[src/assert_macros.svh]
// ---------------------------------------------------------------------------
// assert_macros.svh
// Assertion shorthands used by the RTL, clocked on clk and idle in reset.
// ---------------------------------------------------------------------------
`ifndef ASSERT_MACROS_SVH
`define ASSERT_MACROS_SVH

// Same-cycle implication.
`define LFP_ASSERT(label, ante, cons, msg) \
	label: assert property (@(posedge clk) disable iff (!arst_n) (ante) |-> (cons)) \
		else $error(msg);

// Next-cycle implication.
`define LFP_ASSERT_NEXT(label, ante, cons, msg) \
	label: assert property (@(posedge clk) disable iff (!arst_n) (ante) |=> (cons)) \
		else $error(msg);

`endif

[src/lfp_pkg.sv]
// ---------------------------------------------------------------------------
// lfp_pkg
// Shared types, constants and default pattern table of the LED fade PWM core.
// ---------------------------------------------------------------------------
package lfp_pkg;

	localparam int CHANNELS_DEF      = 6;
	localparam int PATTERN_DEPTH_DEF = 16;
	localparam int LEVEL_BITS_DEF    = 16;

	localparam int CMD_W     = 2;
	localparam int IDX_IN_W  = 4;
	localparam int MASK_W    = 6;
	localparam int LED_W     = 6;
	localparam int POS_W     = 4;
	localparam int PERIOD_W  = 16;
	localparam int MIN_W     = 8;
	localparam int CFG_W     = 16;
	localparam int CFG_IDX_W = 3;
	localparam int DATA_W    = 16;

	localparam logic [PERIOD_W-1:0] PWM_PERIOD_RST       = 16'd1023;
	localparam logic [PERIOD_W-1:0] FRAME_INTERVAL_RST   = 16'd1;
	localparam logic [PERIOD_W-1:0] MAX_LEVEL_RST        = 16'd511;
	localparam logic [MIN_W-1:0]    MIN_LEVEL_RST        = 8'd1;
	localparam logic [PERIOD_W-1:0] PATTERN_INTERVAL_RST = 16'd1279;

	localparam int DEFAULT_COUNT = 12;

	typedef enum logic [CMD_W-1:0] {
		CMD_PWM_STEP    = 2'd0,
		CMD_FRAME_TICK  = 2'd1,
		CMD_WRITE_ENTRY = 2'd2,
		CMD_RESTART     = 2'd3
	} cmd_t;

	typedef enum logic [CFG_IDX_W-1:0] {
		REG_PWM_PERIOD       = 3'd0,
		REG_FRAME_INTERVAL   = 3'd1,
		REG_MAX_LEVEL        = 3'd2,
		REG_MIN_LEVEL        = 3'd3,
		REG_PATTERN_INTERVAL = 3'd4
	} reg_idx_t;

	// Pattern table view used by the fade step.
	typedef struct packed {
		logic [MASK_W-1:0] entry0;
		logic [MASK_W-1:0] next_mask;
		logic              next_end;
	} table_rd_t;

	// What the fade step did to the sequencer.
	typedef struct packed {
		logic advance;
		logic restart;
	} fade_ctl_t;

	function automatic logic [MASK_W-1:0] default_entry(input int i);
		logic [MASK_W-1:0] m;
		case (i)
			0:       m = 6'h09;
			1:       m = 6'h12;
			2:       m = 6'h24;
			3:       m = 6'h1B;
			4:       m = 6'h1E;
			5:       m = 6'h36;
			6:       m = 6'h2D;
			7:       m = 6'h3F;
			8:       m = 6'h21;
			9:       m = 6'h14;
			10:      m = 6'h0C;
			11:      m = 6'h33;
			default: m = '0;
		endcase
		return m;
	endfunction

endpackage

[src/lfp_pattern_table.sv]
// ---------------------------------------------------------------------------
// lfp_pattern_table
// Pattern entry store with the look-ahead read of the entry after the
// current one and the end-of-sequence test.
// ---------------------------------------------------------------------------
module lfp_pattern_table #(
	parameter int PATTERN_DEPTH = lfp_pkg::PATTERN_DEPTH_DEF,
	parameter int IDX_W         = $clog2(PATTERN_DEPTH)
) (
	input  logic                          clk,
	input  logic                          arst_n,
	input  logic                          we,
	input  logic [lfp_pkg::IDX_IN_W-1:0]  wr_idx,
	input  logic [lfp_pkg::MASK_W-1:0]    wr_mask,
	input  logic [IDX_W-1:0]              rd_idx,
	output lfp_pkg::table_rd_t            rd
);

	logic [lfp_pkg::MASK_W-1:0] entry_q [PATTERN_DEPTH];
	logic [IDX_W:0]             next_idx;
	logic                       next_in_range;

	always_ff @(posedge clk or negedge arst_n) begin
		if (!arst_n) begin
			for (int i = 0; i < PATTERN_DEPTH; i++) begin
				entry_q[i] <= lfp_pkg::default_entry(i);
			end
		end else if (we && (32'(wr_idx) < PATTERN_DEPTH)) begin
			entry_q[IDX_W'(wr_idx)] <= wr_mask;
		end
	end

	always_comb begin
		next_idx      = {1'b0, rd_idx} + (IDX_W + 1)'(1);
		next_in_range = next_idx < (IDX_W + 1)'(PATTERN_DEPTH);
		rd.entry0     = entry_q[0];
		rd.next_mask  = next_in_range ? entry_q[next_idx[IDX_W-1:0]] : '0;
		// Stepping past the last entry or onto an empty one ends the sequence.
		rd.next_end   = !next_in_range || (rd.next_mask == '0);
	end

endmodule

[src/lfp_fade.sv]
// ---------------------------------------------------------------------------
// lfp_fade
// One fade step over all channels, including the pattern advance and the
// restart that a channel reaching its minimum can trigger part-way through.
// ---------------------------------------------------------------------------
module lfp_fade #(
	parameter int CHANNELS   = lfp_pkg::CHANNELS_DEF,
	parameter int LEVEL_BITS = lfp_pkg::LEVEL_BITS_DEF
) (
	input  logic [LEVEL_BITS-1:0]       level [CHANNELS],
	input  logic [CHANNELS-1:0]         rising,
	input  logic [lfp_pkg::MASK_W-1:0]  active_mask,
	input  logic                        change_pending,
	input  logic [LEVEL_BITS-1:0]       lo,
	input  logic [LEVEL_BITS-1:0]       hi,
	input  lfp_pkg::table_rd_t          tbl,
	output logic [LEVEL_BITS-1:0]       level_nxt [CHANNELS],
	output logic [CHANNELS-1:0]         rising_nxt,
	output logic [lfp_pkg::MASK_W-1:0]  mask_nxt,
	output lfp_pkg::fade_ctl_t          ctl
);

	localparam logic [LEVEL_BITS-1:0] LevelTop = '1;

	function automatic void step(
		input  logic [LEVEL_BITS-1:0] lvl,
		input  logic                  up,
		input  logic                  en,
		input  logic [LEVEL_BITS-1:0] lo_v,
		input  logic [LEVEL_BITS-1:0] hi_v,
		output logic [LEVEL_BITS-1:0] lvl_o,
		output logic                  up_o
	);
		logic [LEVEL_BITS-1:0] t;
		lvl_o = lo_v;
		up_o  = up;
		if (en) begin
			if (up) begin
				t = (lvl < LevelTop) ? lvl + 1'b1 : lvl;
				if (t >= hi_v) begin
					lvl_o = hi_v;
					up_o  = 1'b0;
				end else begin
					lvl_o = t;
				end
			end else begin
				t = (lvl != '0) ? lvl - 1'b1 : lvl;
				if (t <= lo_v) begin
					lvl_o = lo_v;
					up_o  = 1'b1;
				end else begin
					lvl_o = t;
				end
			end
		end
	endfunction

	logic [CHANNELS-1:0]   en_a, en_b, en_r;
	logic [LEVEL_BITS-1:0] lvl_a [CHANNELS];
	logic [LEVEL_BITS-1:0] lvl_b [CHANNELS];
	logic [LEVEL_BITS-1:0] lvl_r [CHANNELS];
	logic [CHANNELS-1:0]   up_a, up_b, up_r;
	logic [CHANNELS-1:0]   hit_a;
	logic [CHANNELS:0]     seen;
	logic                  advance, restart;

	// Each channel is evaluated under the current mask, under the next entry's
	// mask, and from the restarted state under entry zero; the first channel
	// that reaches its minimum decides which applies to the channels after it.
	always_comb begin
		en_a = CHANNELS'(active_mask);
		en_b = CHANNELS'(tbl.next_mask);
		en_r = CHANNELS'(tbl.entry0);
		seen = '0;
		for (int j = 0; j < CHANNELS; j++) begin
			step(level[j], rising[j], en_a[j], lo, hi, lvl_a[j], up_a[j]);
			step(level[j], rising[j], en_b[j], lo, hi, lvl_b[j], up_b[j]);
			step(lo, 1'b0, en_r[j], lo, hi, lvl_r[j], up_r[j]);
			// A falling channel only turns to rising when it reaches the minimum.
			hit_a[j]  = !rising[j] && up_a[j];
			seen[j+1] = seen[j] | hit_a[j];
		end
		advance = change_pending && seen[CHANNELS];
		restart = advance && tbl.next_end;
		for (int j = 0; j < CHANNELS; j++) begin
			if (!advance || !seen[j]) begin
				level_nxt[j]  = restart ? lo : lvl_a[j];
				rising_nxt[j] = restart ? 1'b0 : up_a[j];
			end else if (restart) begin
				level_nxt[j]  = lvl_r[j];
				rising_nxt[j] = up_r[j];
			end else begin
				level_nxt[j]  = lvl_b[j];
				rising_nxt[j] = up_b[j];
			end
		end
		if (restart) begin
			mask_nxt = tbl.entry0;
		end else if (advance) begin
			mask_nxt = tbl.next_mask;
		end else begin
			mask_nxt = active_mask;
		end
		ctl.advance = advance;
		ctl.restart = restart;
	end

endmodule

[src/six_channel_led_fade_pwm_core.sv]
// ---------------------------------------------------------------------------
// six_channel_led_fade_pwm_core
// Multichannel LED PWM with triangle fading and a pattern sequencer.
// ---------------------------------------------------------------------------
// Each command transfer (PWM step, frame tick, pattern entry write or restart)
// yields exactly one result transfer with the LED on bits and the active
// pattern position after the command. The block takes one command per clock
// while the output is not stalled: a command is held in an input register,
// its whole effect on the counters, levels and sequencer is worked out in
// that cycle, and the result lands in an output register, so a result passes
// through both, and a stalled output only holds the pipe back once both are
// full. The pattern table comes out of reset with the default sequence loaded.
`include "assert_macros.svh"

module six_channel_led_fade_pwm_core #(
	parameter int CHANNELS      = lfp_pkg::CHANNELS_DEF,
	parameter int PATTERN_DEPTH = lfp_pkg::PATTERN_DEPTH_DEF,
	parameter int LEVEL_BITS    = lfp_pkg::LEVEL_BITS_DEF
) (
	input  logic                           clk,
	input  logic                           arst_n,
	input  logic                           s_tvalid,
	output logic                           s_tready,
	input  logic [lfp_pkg::DATA_W-1:0]     s_tdata,  // entry_index[3:0], entry_mask[9:4]
	input  logic [lfp_pkg::CMD_W-1:0]      s_tuser,  // cmd[1:0]
	output logic                           m_tvalid,
	input  logic                           m_tready,
	output logic [lfp_pkg::DATA_W-1:0]     m_tdata,  // led_on[5:0], pattern_position[9:6]
	input  logic                           cfg_we,
	input  logic [lfp_pkg::CFG_IDX_W-1:0]  cfg_index,
	input  logic [lfp_pkg::CFG_W-1:0]      cfg_data
);

	localparam int IDX_W = $clog2(PATTERN_DEPTH);
	localparam int PW    = lfp_pkg::PERIOD_W;
	localparam logic [PW-1:0] LevelTop = PW'((33'd1 << LEVEL_BITS) - 33'd1);

	// Configuration registers
	logic [PW-1:0]               pwm_period_q, frame_interval_q, max_level_q;
	logic [PW-1:0]               pattern_interval_q;
	logic [lfp_pkg::MIN_W-1:0]   min_level_q;

	always_ff @(posedge clk or negedge arst_n) begin
		if (!arst_n) begin
			pwm_period_q       <= lfp_pkg::PWM_PERIOD_RST;
			frame_interval_q   <= lfp_pkg::FRAME_INTERVAL_RST;
			max_level_q        <= lfp_pkg::MAX_LEVEL_RST;
			min_level_q        <= lfp_pkg::MIN_LEVEL_RST;
			pattern_interval_q <= lfp_pkg::PATTERN_INTERVAL_RST;
		end else if (cfg_we) begin
			unique case (lfp_pkg::reg_idx_t'(cfg_index))
				lfp_pkg::REG_PWM_PERIOD:       pwm_period_q       <= cfg_data;
				lfp_pkg::REG_FRAME_INTERVAL:   frame_interval_q   <= cfg_data;
				lfp_pkg::REG_MAX_LEVEL:        max_level_q        <= cfg_data;
				lfp_pkg::REG_MIN_LEVEL:        min_level_q        <= cfg_data[lfp_pkg::MIN_W-1:0];
				lfp_pkg::REG_PATTERN_INTERVAL: pattern_interval_q <= cfg_data;
				default: ;
			endcase
		end
	end

	// Input register
	logic                             valid_s1;
	lfp_pkg::cmd_t                    cmd_s1;
	logic [lfp_pkg::IDX_IN_W-1:0]     idx_s1;
	logic [lfp_pkg::MASK_W-1:0]       mask_s1;
	logic                             adv;

	assign adv      = valid_s1 && (!m_tvalid || m_tready);
	assign s_tready = !valid_s1 || adv;

	always_ff @(posedge clk or negedge arst_n) begin
		if (!arst_n) begin
			valid_s1 <= 1'b0;
		end else if (s_tready) begin
			valid_s1 <= s_tvalid;
		end
	end

	always_ff @(posedge clk) begin
		if (s_tvalid && s_tready) begin
			cmd_s1  <= lfp_pkg::cmd_t'(s_tuser);
			idx_s1  <= s_tdata[lfp_pkg::IDX_IN_W-1:0];
			mask_s1 <= s_tdata[lfp_pkg::IDX_IN_W +: lfp_pkg::MASK_W];
		end
	end

	// Block state
	logic [PW-1:0]               period_count_q, fade_cd_q, pat_cd_q;
	logic [LEVEL_BITS-1:0]       level_q [CHANNELS];
	logic [CHANNELS-1:0]         rising_q, led_q;
	logic                        fade_pend_q, chg_pend_q;
	logic [IDX_W-1:0]            pattern_index_q;
	logic [lfp_pkg::MASK_W-1:0]  active_mask_q;

	logic [PW-1:0]               period_n, fade_cd_n, pat_cd_n, cnt_inc, max_clamp;
	logic [LEVEL_BITS-1:0]       level_n [CHANNELS];
	logic [CHANNELS-1:0]         rising_n, led_n;
	logic                        fade_pend_n, chg_pend_n;
	logic [IDX_W-1:0]            index_n;
	logic [lfp_pkg::MASK_W-1:0]  mask_n;
	logic [LEVEL_BITS-1:0]       lo, hi;

	lfp_pkg::table_rd_t          tbl;
	lfp_pkg::fade_ctl_t          fctl;
	logic [LEVEL_BITS-1:0]       lvl_f [CHANNELS];
	logic [CHANNELS-1:0]         rise_f;
	logic [lfp_pkg::MASK_W-1:0]  mask_f;

	lfp_pattern_table #(
		.PATTERN_DEPTH (PATTERN_DEPTH),
		.IDX_W         (IDX_W)
	) u_table (
		.clk     (clk),
		.arst_n  (arst_n),
		.we      (adv && (cmd_s1 == lfp_pkg::CMD_WRITE_ENTRY)),
		.wr_idx  (idx_s1),
		.wr_mask (mask_s1),
		.rd_idx  (pattern_index_q),
		.rd      (tbl)
	);

	lfp_fade #(
		.CHANNELS   (CHANNELS),
		.LEVEL_BITS (LEVEL_BITS)
	) u_fade (
		.level          (level_q),
		.rising         (rising_q),
		.active_mask    (active_mask_q),
		.change_pending (chg_pend_q),
		.lo             (lo),
		.hi             (hi),
		.tbl            (tbl),
		.level_nxt      (lvl_f),
		.rising_nxt     (rise_f),
		.mask_nxt       (mask_f),
		.ctl            (fctl)
	);

	// Effective fade limits
	always_comb begin
		lo        = (min_level_q == '0) ? LEVEL_BITS'(1) : LEVEL_BITS'(min_level_q);
		max_clamp = (max_level_q > pwm_period_q) ? pwm_period_q : max_level_q;
		hi        = (max_clamp > LevelTop) ? LEVEL_BITS'(LevelTop) : LEVEL_BITS'(max_clamp);
	end

	always_comb begin
		period_n    = period_count_q;
		fade_cd_n   = fade_cd_q;
		pat_cd_n    = pat_cd_q;
		level_n     = level_q;
		rising_n    = rising_q;
		led_n       = led_q;
		fade_pend_n = fade_pend_q;
		chg_pend_n  = chg_pend_q;
		index_n     = pattern_index_q;
		mask_n      = active_mask_q;
		cnt_inc     = period_count_q + 1'b1;
		if (adv) begin
			unique case (cmd_s1)
				lfp_pkg::CMD_PWM_STEP: begin
					period_n = cnt_inc;
					if (cnt_inc == pwm_period_q) begin
						period_n = '0;
						led_n    = '1;
						if (fade_pend_q) begin
							fade_pend_n = 1'b0;
							level_n     = lvl_f;
							rising_n    = rise_f;
							mask_n      = mask_f;
							if (fctl.advance) begin
								chg_pend_n = 1'b0;
								index_n    = pattern_index_q + 1'b1;
							end
							if (fctl.restart) begin
								index_n   = '0;
								fade_cd_n = frame_interval_q;
								pat_cd_n  = pattern_interval_q;
							end
						end
					end
					for (int j = 0; j < CHANNELS; j++) begin
						if (period_n == PW'(level_n[j])) begin
							led_n[j] = 1'b0;
						end
					end
				end
				lfp_pkg::CMD_FRAME_TICK: begin
					if (fade_cd_q != '0) begin
						fade_cd_n = fade_cd_q - 1'b1;
					end else begin
						fade_cd_n   = frame_interval_q;
						fade_pend_n = 1'b1;
						if (pat_cd_q != '0) begin
							pat_cd_n = pat_cd_q - 1'b1;
						end else begin
							pat_cd_n   = pattern_interval_q;
							chg_pend_n = 1'b1;
						end
					end
				end
				lfp_pkg::CMD_WRITE_ENTRY: ;
				lfp_pkg::CMD_RESTART: begin
					period_n  = '0;
					fade_cd_n = frame_interval_q;
					pat_cd_n  = pattern_interval_q;
					index_n   = '0;
					mask_n    = tbl.entry0;
					rising_n  = '0;
					for (int j = 0; j < CHANNELS; j++) begin
						level_n[j] = lo;
					end
				end
				default: ;
			endcase
		end
	end

	always_ff @(posedge clk or negedge arst_n) begin
		if (!arst_n) begin
			period_count_q  <= '0;
			fade_cd_q       <= lfp_pkg::FRAME_INTERVAL_RST;
			pat_cd_q        <= lfp_pkg::PATTERN_INTERVAL_RST;
			for (int j = 0; j < CHANNELS; j++) begin
				level_q[j] <= LEVEL_BITS'(lfp_pkg::MIN_LEVEL_RST);
			end
			rising_q        <= '0;
			led_q           <= '0;
			fade_pend_q     <= 1'b0;
			chg_pend_q      <= 1'b0;
			pattern_index_q <= '0;
			active_mask_q   <= lfp_pkg::default_entry(0);
		end else begin
			period_count_q  <= period_n;
			fade_cd_q       <= fade_cd_n;
			pat_cd_q        <= pat_cd_n;
			level_q         <= level_n;
			rising_q        <= rising_n;
			led_q           <= led_n;
			fade_pend_q     <= fade_pend_n;
			chg_pend_q      <= chg_pend_n;
			pattern_index_q <= index_n;
			active_mask_q   <= mask_n;
		end
	end

	// Output register
	always_ff @(posedge clk or negedge arst_n) begin
		if (!arst_n) begin
			m_tvalid <= 1'b0;
		end else if (adv) begin
			m_tvalid <= 1'b1;
		end else if (m_tready) begin
			m_tvalid <= 1'b0;
		end
	end

	always_ff @(posedge clk) begin
		if (adv) begin
			m_tdata <= lfp_pkg::DATA_W'({lfp_pkg::POS_W'(index_n), lfp_pkg::LED_W'(led_n)});
		end
	end

	`LFP_ASSERT(a_index_range, 1'b1, 32'(pattern_index_q) < PATTERN_DEPTH, "pattern index out of range")
	`LFP_ASSERT_NEXT(a_restart_clears, adv && (cmd_s1 == lfp_pkg::CMD_RESTART), (pattern_index_q == '0) && (period_count_q == '0), "restart left sequencer state")
	`LFP_ASSERT_NEXT(a_fade_consumed, adv && (cmd_s1 == lfp_pkg::CMD_PWM_STEP) && (cnt_inc == pwm_period_q), !fade_pend_q && (period_count_q == '0), "period end did not consume fade request")
	`LFP_ASSERT_NEXT(a_result_loaded, adv, m_tvalid, "processed command gave no result")

endmodule

[config.mk]
export PLATFORM = sky130hd
export DESIGN_NAME = six_channel_led_fade_pwm_core
export DESIGN_NICKNAME = d
export VERILOG_FILES = /design/src/lfp_pkg.sv /design/src/lfp_pattern_table.sv /design/src/lfp_fade.sv /design/src/six_channel_led_fade_pwm_core.sv
export VERILOG_INCLUDE_DIRS = /design/src /design/src/src
export SDC_FILE = /design/constraint.sdc
export NUM_CORES = 2
export LEC_CHECK = 0
export ABC_AREA = 1
export BUFFER_PORTS_ARGS = -buffer_cell sky130_fd_sc_hd__clkbuf_2
export CAP_MARGIN = 20
export CORE_ASPECT_RATIO = 1.5
export CORE_MARGIN = 1
export CORE_UTILIZATION = 50
export DETAILED_ROUTE_END_ITERATION = 16
export PLACE_DENSITY = 0.68
export SLEW_MARGIN = 25
export SYNTH_ARGS = -nofsm -noshare
export SYNTH_HDL_FRONTEND = slang
export SYNTH_SLANG_ARGS = --single-unit
[constraint.sdc]
create_clock -name clk -period 5.4 [get_ports clk]
set_clock_uncertainty 0.05 [all_clocks]
set_input_delay 0.54 -clock clk [delete_from_list [all_inputs] [get_ports clk]]
set_output_delay 0.54 -clock clk [all_outputs]
set_load 0.05 [all_outputs]
## Word-level counts from Yosys, hierarchy flattened

Cells that the tools add are included.

- Word-level logic and storage cells: 371
- Register bits after elaboration: 360
- Bits of input ports: 42

- $lt $le $gt $ge: 25
- Mux-type cells: 179
- Equality and inequality tests: 26
- Reduce and logical (&&, ||, !) cells: 69
- Add/subtract/negate cells: 18
- Bitwise operators: 7

Operator list:

| cell | count |
|---|---|
| $mux W16 | 78 |
| $mux W96 | 4 |
| $pmux W96 S2 | 1 |
| $reduce_bool A16 Y1 | 9 |
| $sub A16 B1 Y16 const B | 8 |
| $add A16 B1 Y16 const B | 7 |
| $eq A16 B16 Y1 | 7 |
| $le A16 B8 Y1 | 7 |
| $bwmux W96 | 1 |
| $ge A16 B16 Y1 | 6 |
| $lt A16 B16 Y1 const B | 6 |
| $pmux W16 S3 | 2 |
| $mux W6 | 13 |
| $mux W1 | 66 |
| $reduce_and A5 Y1 | 7 |
| $pmux W16 S2 | 1 |
| $bmux W6 S4 | 1 |
| $demux W6 S4 | 1 |
| $pmux W6 S2 | 2 |
| $mux W4 | 5 |
| $ne A4 B1 Y1 const B | 5 |
| $gt A16 B16 Y1 | 1 |
| $gt A16 B16 Y1 const B | 1 |
| $logic_not A1 Y1 | 15 |
| other kinds (31) | 70 |

## Logic depth before layout (Yosys ltp)

- Word-level depth: 26
- Gate-level depth with buffers: 44

## By module

A second synthesis with hierarchy kept.

- Cell total of the unflattened synthesis: 7271
- Area, all modules: 41798.8 um^2

Modules (own cells, without submodules):

| module | sequential area each (um^2) | instances | cells each | area each (um^2) |
|---|---|---|---|---|
| lfp_fade | 0.0 | 1 | 4368 | 20718.6 |
| six_channel_led_fade_pwm_core | 6776.5 | 1 | 2282 | 16270.6 |
| lfp_pattern_table | 2449.8 | 1 | 621 | 4809.6 |

## Worst setup path before layout

OpenSTA, ideal clock, no wires.

- Kind: flip-flop to flip-flop
- Start point: reg pwm_period_q[3]
- End point: reg m_tdata[2] in the netlist's numbering, data pin
- Data required time: 5096 ps
- Clock period less this slack: 5019 ps
- Cell stages (with the launch flop): 35
- Setup time: 254 ps
- Path slack: 381 ps
- Data arrival time: 4715 ps
- Cell sequence: dfstp_2 > inv_1 > ha_1 > nand2_1 > inv_1 > nand2_1 > nand2_1 > nand2_1 > nand2_1 > nand2_1 > nand2_1 > nand2_1 > buf_1 > o21ai_0 > ha_1 > a21oi_1 > o21ai_0 > nand3_1 > a21oi_1 > a211oi_1 > a21boi_0 > clkbuf_1 > nand2_1 > nand3_1 > nand2_1 > nand2_1 > o211ai_1 > nand2_1 > nand2_1 > nand2_1 > nand2_1 > nor2_1 > nand3_1 > nor2_1 > nor2_1

- Cells in the longest elaborated chain, start to end: 26
- Elaborated cells between the ends (all ways): 64
- Classes of those cells: 8 x order compare; 2 x eq/ne; 38 x mux; 5 x bitwise; 11 x reduce/logical

RTL lines:

| element | line | text |
|---|---|---|
| start: declaration | six_channel_led_fade_pwm_core.sv:39 | `logic [PW-1:0] pwm_period_q, frame_interval_q, max_level_q;` |
| start signal: assignment | six_channel_led_fade_pwm_core.sv:45 | `pwm_period_q <= lfp_pkg::PWM_PERIOD_RST;` |
| start signal: assignment | six_channel_led_fade_pwm_core.sv:52 | `lfp_pkg::REG_PWM_PERIOD: pwm_period_q <= cfg_data;` |
| $gt A16 B16 Y1 | six_channel_led_fade_pwm_core.sv:143 | `max_clamp = (max_level_q > pwm_period_q) ? pwm_period_q : max_level_q;` |
| $mux W16 | six_channel_led_fade_pwm_core.sv:143 |  |
| $gt A16 B16 Y1 | six_channel_led_fade_pwm_core.sv:144 | `hi = (max_clamp > LevelTop) ? LEVEL_BITS'(LevelTop) : LEVEL_BITS'(max_clamp);` |
| $mux W16 | six_channel_led_fade_pwm_core.sv:144 |  |
| $ge A16 B16 Y1 | lfp_fade.sv:40 | `if (t >= hi_v) begin` |
| $mux W1 | lfp_fade.sv:40 |  |
| $mux W1 | lfp_fade.sv:38 | `if (up) begin` |
| $mux W1 | lfp_fade.sv:37 | `if (en) begin` |
| [11 not listed] | -- |  |
| $mux W96 | six_channel_led_fade_pwm_core.sv:163 | `if (cnt_inc == pwm_period_q) begin` |
| $mux W96 | six_channel_led_fade_pwm_core.sv:160 | `unique case (cmd_s1)` |
| $mux W96 | six_channel_led_fade_pwm_core.sv:159 | `if (adv) begin` |
| $eq A16 B16 Y1 | six_channel_led_fade_pwm_core.sv:183 | `if (period_n == PW'(level_n[j])) begin` |
| $mux W1 (*) | six_channel_led_fade_pwm_core.sv:183 |  |
| $mux W6 (*) | six_channel_led_fade_pwm_core.sv:160 |  |
| $mux W6 (*) | six_channel_led_fade_pwm_core.sv:159 |  |
| named net led_n[2] | six_channel_led_fade_pwm_core.sv:98 | `logic [CHANNELS-1:0] rising_n, led_n;` |
| end signal: assignment | six_channel_led_fade_pwm_core.sv:260 | `m_tdata <= lfp_pkg::DATA_W'({lfp_pkg::POS_W'(index_n), lfp_pkg::LED_W'(led_n)});` |
| end: declaration | six_channel_led_fade_pwm_core.sv:28 | `output logic [lfp_pkg::DATA_W-1:0] m_tdata,` |

The timed path passes the listed nets; every way through them passes the cells marked *. The select of a mux whose other input is x is not followed.
A chain may end at the register's enable or synchronous reset.

## Worst setup path after layout

- Start point: reg period_count_q[0]
- End point: reg m_tdata[1] in the netlist's numbering, data pin

- Cells in the longest elaborated chain, start to end: 9
- Elaborated cells between the ends (all ways): 13
- Classes of those cells: 1 x add/sub; 2 x eq/ne; 10 x mux

RTL lines:

| element | line | text |
|---|---|---|
| start: declaration | six_channel_led_fade_pwm_core.sv:89 | `logic [PW-1:0] period_count_q, fade_cd_q, pat_cd_q;` |
| start signal: assignment | six_channel_led_fade_pwm_core.sv:234 | `period_count_q <= period_n;` |
| $add A16 B1 Y16 (*) | six_channel_led_fade_pwm_core.sv:158 | `cnt_inc = period_count_q + 1'b1;` |
| $eq A16 B16 Y1 | six_channel_led_fade_pwm_core.sv:163 |  |
| $mux W16 or $mux W96 (tied branches) | six_channel_led_fade_pwm_core.sv:163 |  |
| $mux W16 or $mux W96 (tied branches) | six_channel_led_fade_pwm_core.sv:160 |  |
| $mux W16 or $mux W96 (tied branches) | six_channel_led_fade_pwm_core.sv:159 |  |
| $eq A16 B16 Y1 | six_channel_led_fade_pwm_core.sv:183 |  |
| $mux W1 (*) | six_channel_led_fade_pwm_core.sv:183 |  |
| $mux W6 (*) | six_channel_led_fade_pwm_core.sv:160 |  |
| $mux W6 (*) | six_channel_led_fade_pwm_core.sv:159 |  |
| named net led_n[1] | six_channel_led_fade_pwm_core.sv:98 |  |

Marked as above.

==> key figures <==
Outcome
  • Status: complete, no violations

CTS
  • Skew-Pair Late Insertion Delay: 0.62 ns
  • CTS tree: done
  • Longest Clk Path Bufs: 3
  • Clk Tree Root Cell: clkbuf_16
  • Clock slew at reported path FFs: 0.07 ns
  • Sink Count: 360
  • Number of CTS-inserted buffers: 40
  • Htree depth: 2

Routing
  • DR DRC count: 0
  • 1st-iter DRT viols: between 4,000 and 5,000
  • Avg WL per Cell: 25.46 µm
  • Vias: 42,801
  • ANT nets after route: 0
  • Vias/cell: 6.098
  • First-pass DRT Iterations: 8
  • Detailed Route WL: between 150,000 and 200,000 µm

Setup path
  • WP buf/inv: 7
  • Startpoint Class: flop
  • Crit-path cells: nand3_1 -> nor3_2 -> xor2_1 -> inv_1 -> nor2_1 -> nor3_1 -> nand4_1 -> nor4_1 -> buf_4 -> nand3_2 -> inv_2 -> nor2_1 -> buf_4 -> inv_1 -> buf_12 -> buf_4 -> nand2_1 -> nand2_1 -> nor2_1 -> nand2_1 -> nor2_1 -> nand2_1 -> nor2_2 -> nor2_1
  • Most common cell on crit path: nor2_1
  • CP endpoint kind: flop
  • Critical Path AT: 5.56 ns
  • Crit path max-delay cell type: nor2_1
  • Critical path origin: period_count_q[0]$_DFFE_PN0P_
  • Crit path max fanout: 6
  • Reg2reg start: period_count_q[0]$_DFFE_PN0P_
  • Top delay family on crit path: simple AND/OR/NAND/NOR gates
  • Max incr delay on CP: 0.66 ns
  • R2R setup slack: roughly 0.15 ns
  • Worst setup path class: flop to flop
  • Crit path required time: around 5.7 ns

Floorplanning
  • I/O Pins: 60
  • Die area: between 0.06 and 0.07 mm²
  • Starting Density: 0.5087
  • Core Area: 0.06705 mm²
  • DIE HEIGHT: between 300 and 400 µm
  • Die width: roughly 220 µm
  • Site row count: between 100 and 150

Hold path
  • Hold Startpoint: s_tdata[7]
  • Worst hold path class: input pin to flop

Synth
  • Yosys reg bits: 360
  • Sequential share of the synthesized area: 0.2705
  • Post-synth EDFFs: 22
  • Netlist cell types: ~70
  • Post-synth top flop: dfrtp_1
  • Post-synth ARST share: 0.9389
  • Yosys warns: 0
  • Post-Synthesis Cell Area: 0.03411 mm²
  • Syn Inst Count: between 5,000 and 6,000
  • Avg Cell Area, Syn: 6.268 µm²

GRT
  • Initial antenna violation count: 16
  • Vias in the first global route: 40,583
  • GRT Total Usage: 0.5060
  • Remaining global-route overflow: 0
  • Largest net degree at the start of global routing: 124
  • First-pass GRT wire length: about 260,000 µm

STA
  • Final worst slack: approximately 0.15 ns
  • Final Cycle Share: 0.9717
  • Slew HR: 0.1946
  • Slew Limit Fails: 0
  • Fin. Hold Viols: 0
  • Final Setup Violations: 0
  • Minimum clock period: 5.247 ns
  • Fmax: 190.6 MHz
  • Worst slew pin tran: 1.205 ns

Power
  • P_sw: 15,740 µW
  • Reg power frac: 0.152
  • Clock share of power: 0.098
  • PD cells: 672.0 mW/mm²
  • PnR Total Power: 28,990 µW
  • Int Pwr: 13,250 µW
  • Maximum VDD drop: between 0.0004 and 0.0005 V
  • Comb power frac: 0.751
  • P_leak: 0.02163 µW
  • Net Sw Frac: 0.5430

Layout
  • Commonest non-fill, non-tap cells in the layout: 1,585 x nand2_1, 729 x buf_4, 550 x inv_1
  • Fin nets: 6,317
  • Synth-to-Final Area Change: 26.45%
  • Leading cell type in the layout, fill and taps excluded: nand2_1
  • Layout cells sized above 1: 0.2068

Placed design
  • HPWL after detailed placement: about 140,000 µm
  • GPL Wtd Cong: 1.126
  • Port Buf Inserts: between 40 and 50
  • Pre-CTS setup slack: -0.4089 ns

Flow run
  • Max Cap Viol: 0
-- path summary, 6_finish.rpt --
check / to / depth (start not counted)
worst max-delay path: m_tdata[1]$_DFFE_PP_ / 24
worst min-delay path: mask_s1[3]$_DFFE_PP_ / 1
worst max register to register: m_tdata[1]$_DFFE_PP_ / 24
worst min register to register: u_table.entry_q[31]$_DFFE_PN0P_ / 2
max in group asynchronous: u_table.entry_q[79]$_DFFE_PN0P_ / 3
min in group asynchronous: level_q[90]$_DFFE_PN0P_ / 2
-- routing by layer --
metal	global-route usage	routed length (µm)	vias up
met4	0.5307	22690	18
met5	0.008511	151	-
met1	0.5319	58570	19734
li1	-	-	19269
met3	0.1295	18760	1036
met2	0.7996	78570	2744
-- Yosys cell counts, drive strengths merged (2+ instances only) --
cell    count  area, µm²
dfrtp     252       6306
o41ai       2      17.52
mux2        4      45.04
o21a       10      75.07
o211ai    106      795.8
a211oi      8      60.06
nor3       79      431.7
o221ai      8      70.07
o31ai       4      30.03
mux2i       4      40.04
nor3b       2      20.02
dfstp      86       2260
o21bai      8      60.06
nand2    1645       6274
a22oi       7      52.55
a21boi      7      52.55
nand3     540       2728
nand4      60      421.7
nor4       32      206.5
xnor2       6      52.55
xor2      126       1126
a21oi     289       1503
a31oi       6      37.54
nand3b     19      142.6
buf        89      494.2
and2        2      12.51
inv       586       2202
o22ai      31      193.9
or2        14      87.59
clkbuf    147      553.0
nor2      472       1832
a41oi       2      17.52
edfxtp     22      660.6
clkinv     18      67.56
o21ai     545       2728
and3        4      25.02
ha        185       2315
a21o        5      37.54
-- worst reg2reg max path: cells and delay by family (launching register included) --
| kind | cells | cell delay (ns) |
|---|---|---|
| XOR/XNOR | 1 | 0.43 |
| buffers and inverters | 7 | 1.43 |
| flip-flops | 1 | 0.56 |
| AND/OR/NAND/NOR | 16 | 2.54 |
-- stage by stage --
step                      TNS, ns  cell area, µm²    util  std cells  hold slack (ns)
after global routing      -0.5247           43100  0.6428       7006          0.06429
after CTS                       0           42170  0.6289       6979          0.05938
after global placement     -1.822           40550  0.6048       6891           0.4110
after floorplan                 0           34130       -       5447           0.1944
final                           0           43130  0.6432       7019          0.06835
after detailed placement   -1.785           40550  0.6048       6891           0.4185
-- flip-flops by register name, indices dropped and copies added, names as in the netlist, 2 cells and up --
name / count
pattern_interval_q: 16
period_count_q: 16
m_tdata: 10
active_mask_q: 6
idx_s1: 4
pat_cd_q: 16
led_q: 6
fade_cd_q: 16
pattern_index_q: 4
level_q: 96
mask_s1: 6
rising_q: 6
u_table.entry_q: 90
u_table.rd: 6
cmd_s1: 2
pwm_period_q: 16
min_level_q: 8
frame_interval_q: 16
max_level_q: 16
-- power groups by stage --
| stage | registers (µW) | clock network (µW) | logic (µW) |
|---|---|---|---|
| after floorplan | 4180 | 0 | 10800 |
| after global placement | 4330 | 0 | 19700 |
| after detailed placement | 4370 | 0 | 19800 |
| after CTS | 4330 | 2840 | 20100 |
| after global routing | 4450 | 2940 | 23100 |
| final | 4390 | 2840 | 21800 |
-- repair_timing --
action / CTS / global route
cloned: 0 / 1
hold buffers: 1 / 0
pin swaps: 30 / 80
hold endpoints to repair: 50 / 0
resized for setup: 48 / 191
buffers inserted: 15 / 26
setup endpoints to repair: 11 / 15
-- final cells by class --
cell class              instances  area (µm²)
diodes                         13       32.53
clock buffers                  51        1092
clock inverters                22       202.7
fillers                      6253       23920
inverters                     604        2292
multi-input cells            4247       22430
flip-flops and latches        360        9228
well taps                     885        1107
repair buffers                836        6746
repair inverters                1       5.005
-- cells by family (layout without fill, tap and decap cells) --
family	count (synthesis)	count (layout)	share of synthesized area
flip-flops	360	360	0.2705
AO/OA/AOI/OAI	1045	1045	0.1698
buffers and inverters	840	1514	0.09724
multiplexers	8	8	0.002494
adder cells (fa/ha/maj)	185	185	0.06786
other	1	19	0.0001099
XOR/XNOR	132	132	0.03455
AND/OR/NAND/NOR	2871	2871	0.3575
Note: power is estimated with default switching activity, not from simulation.
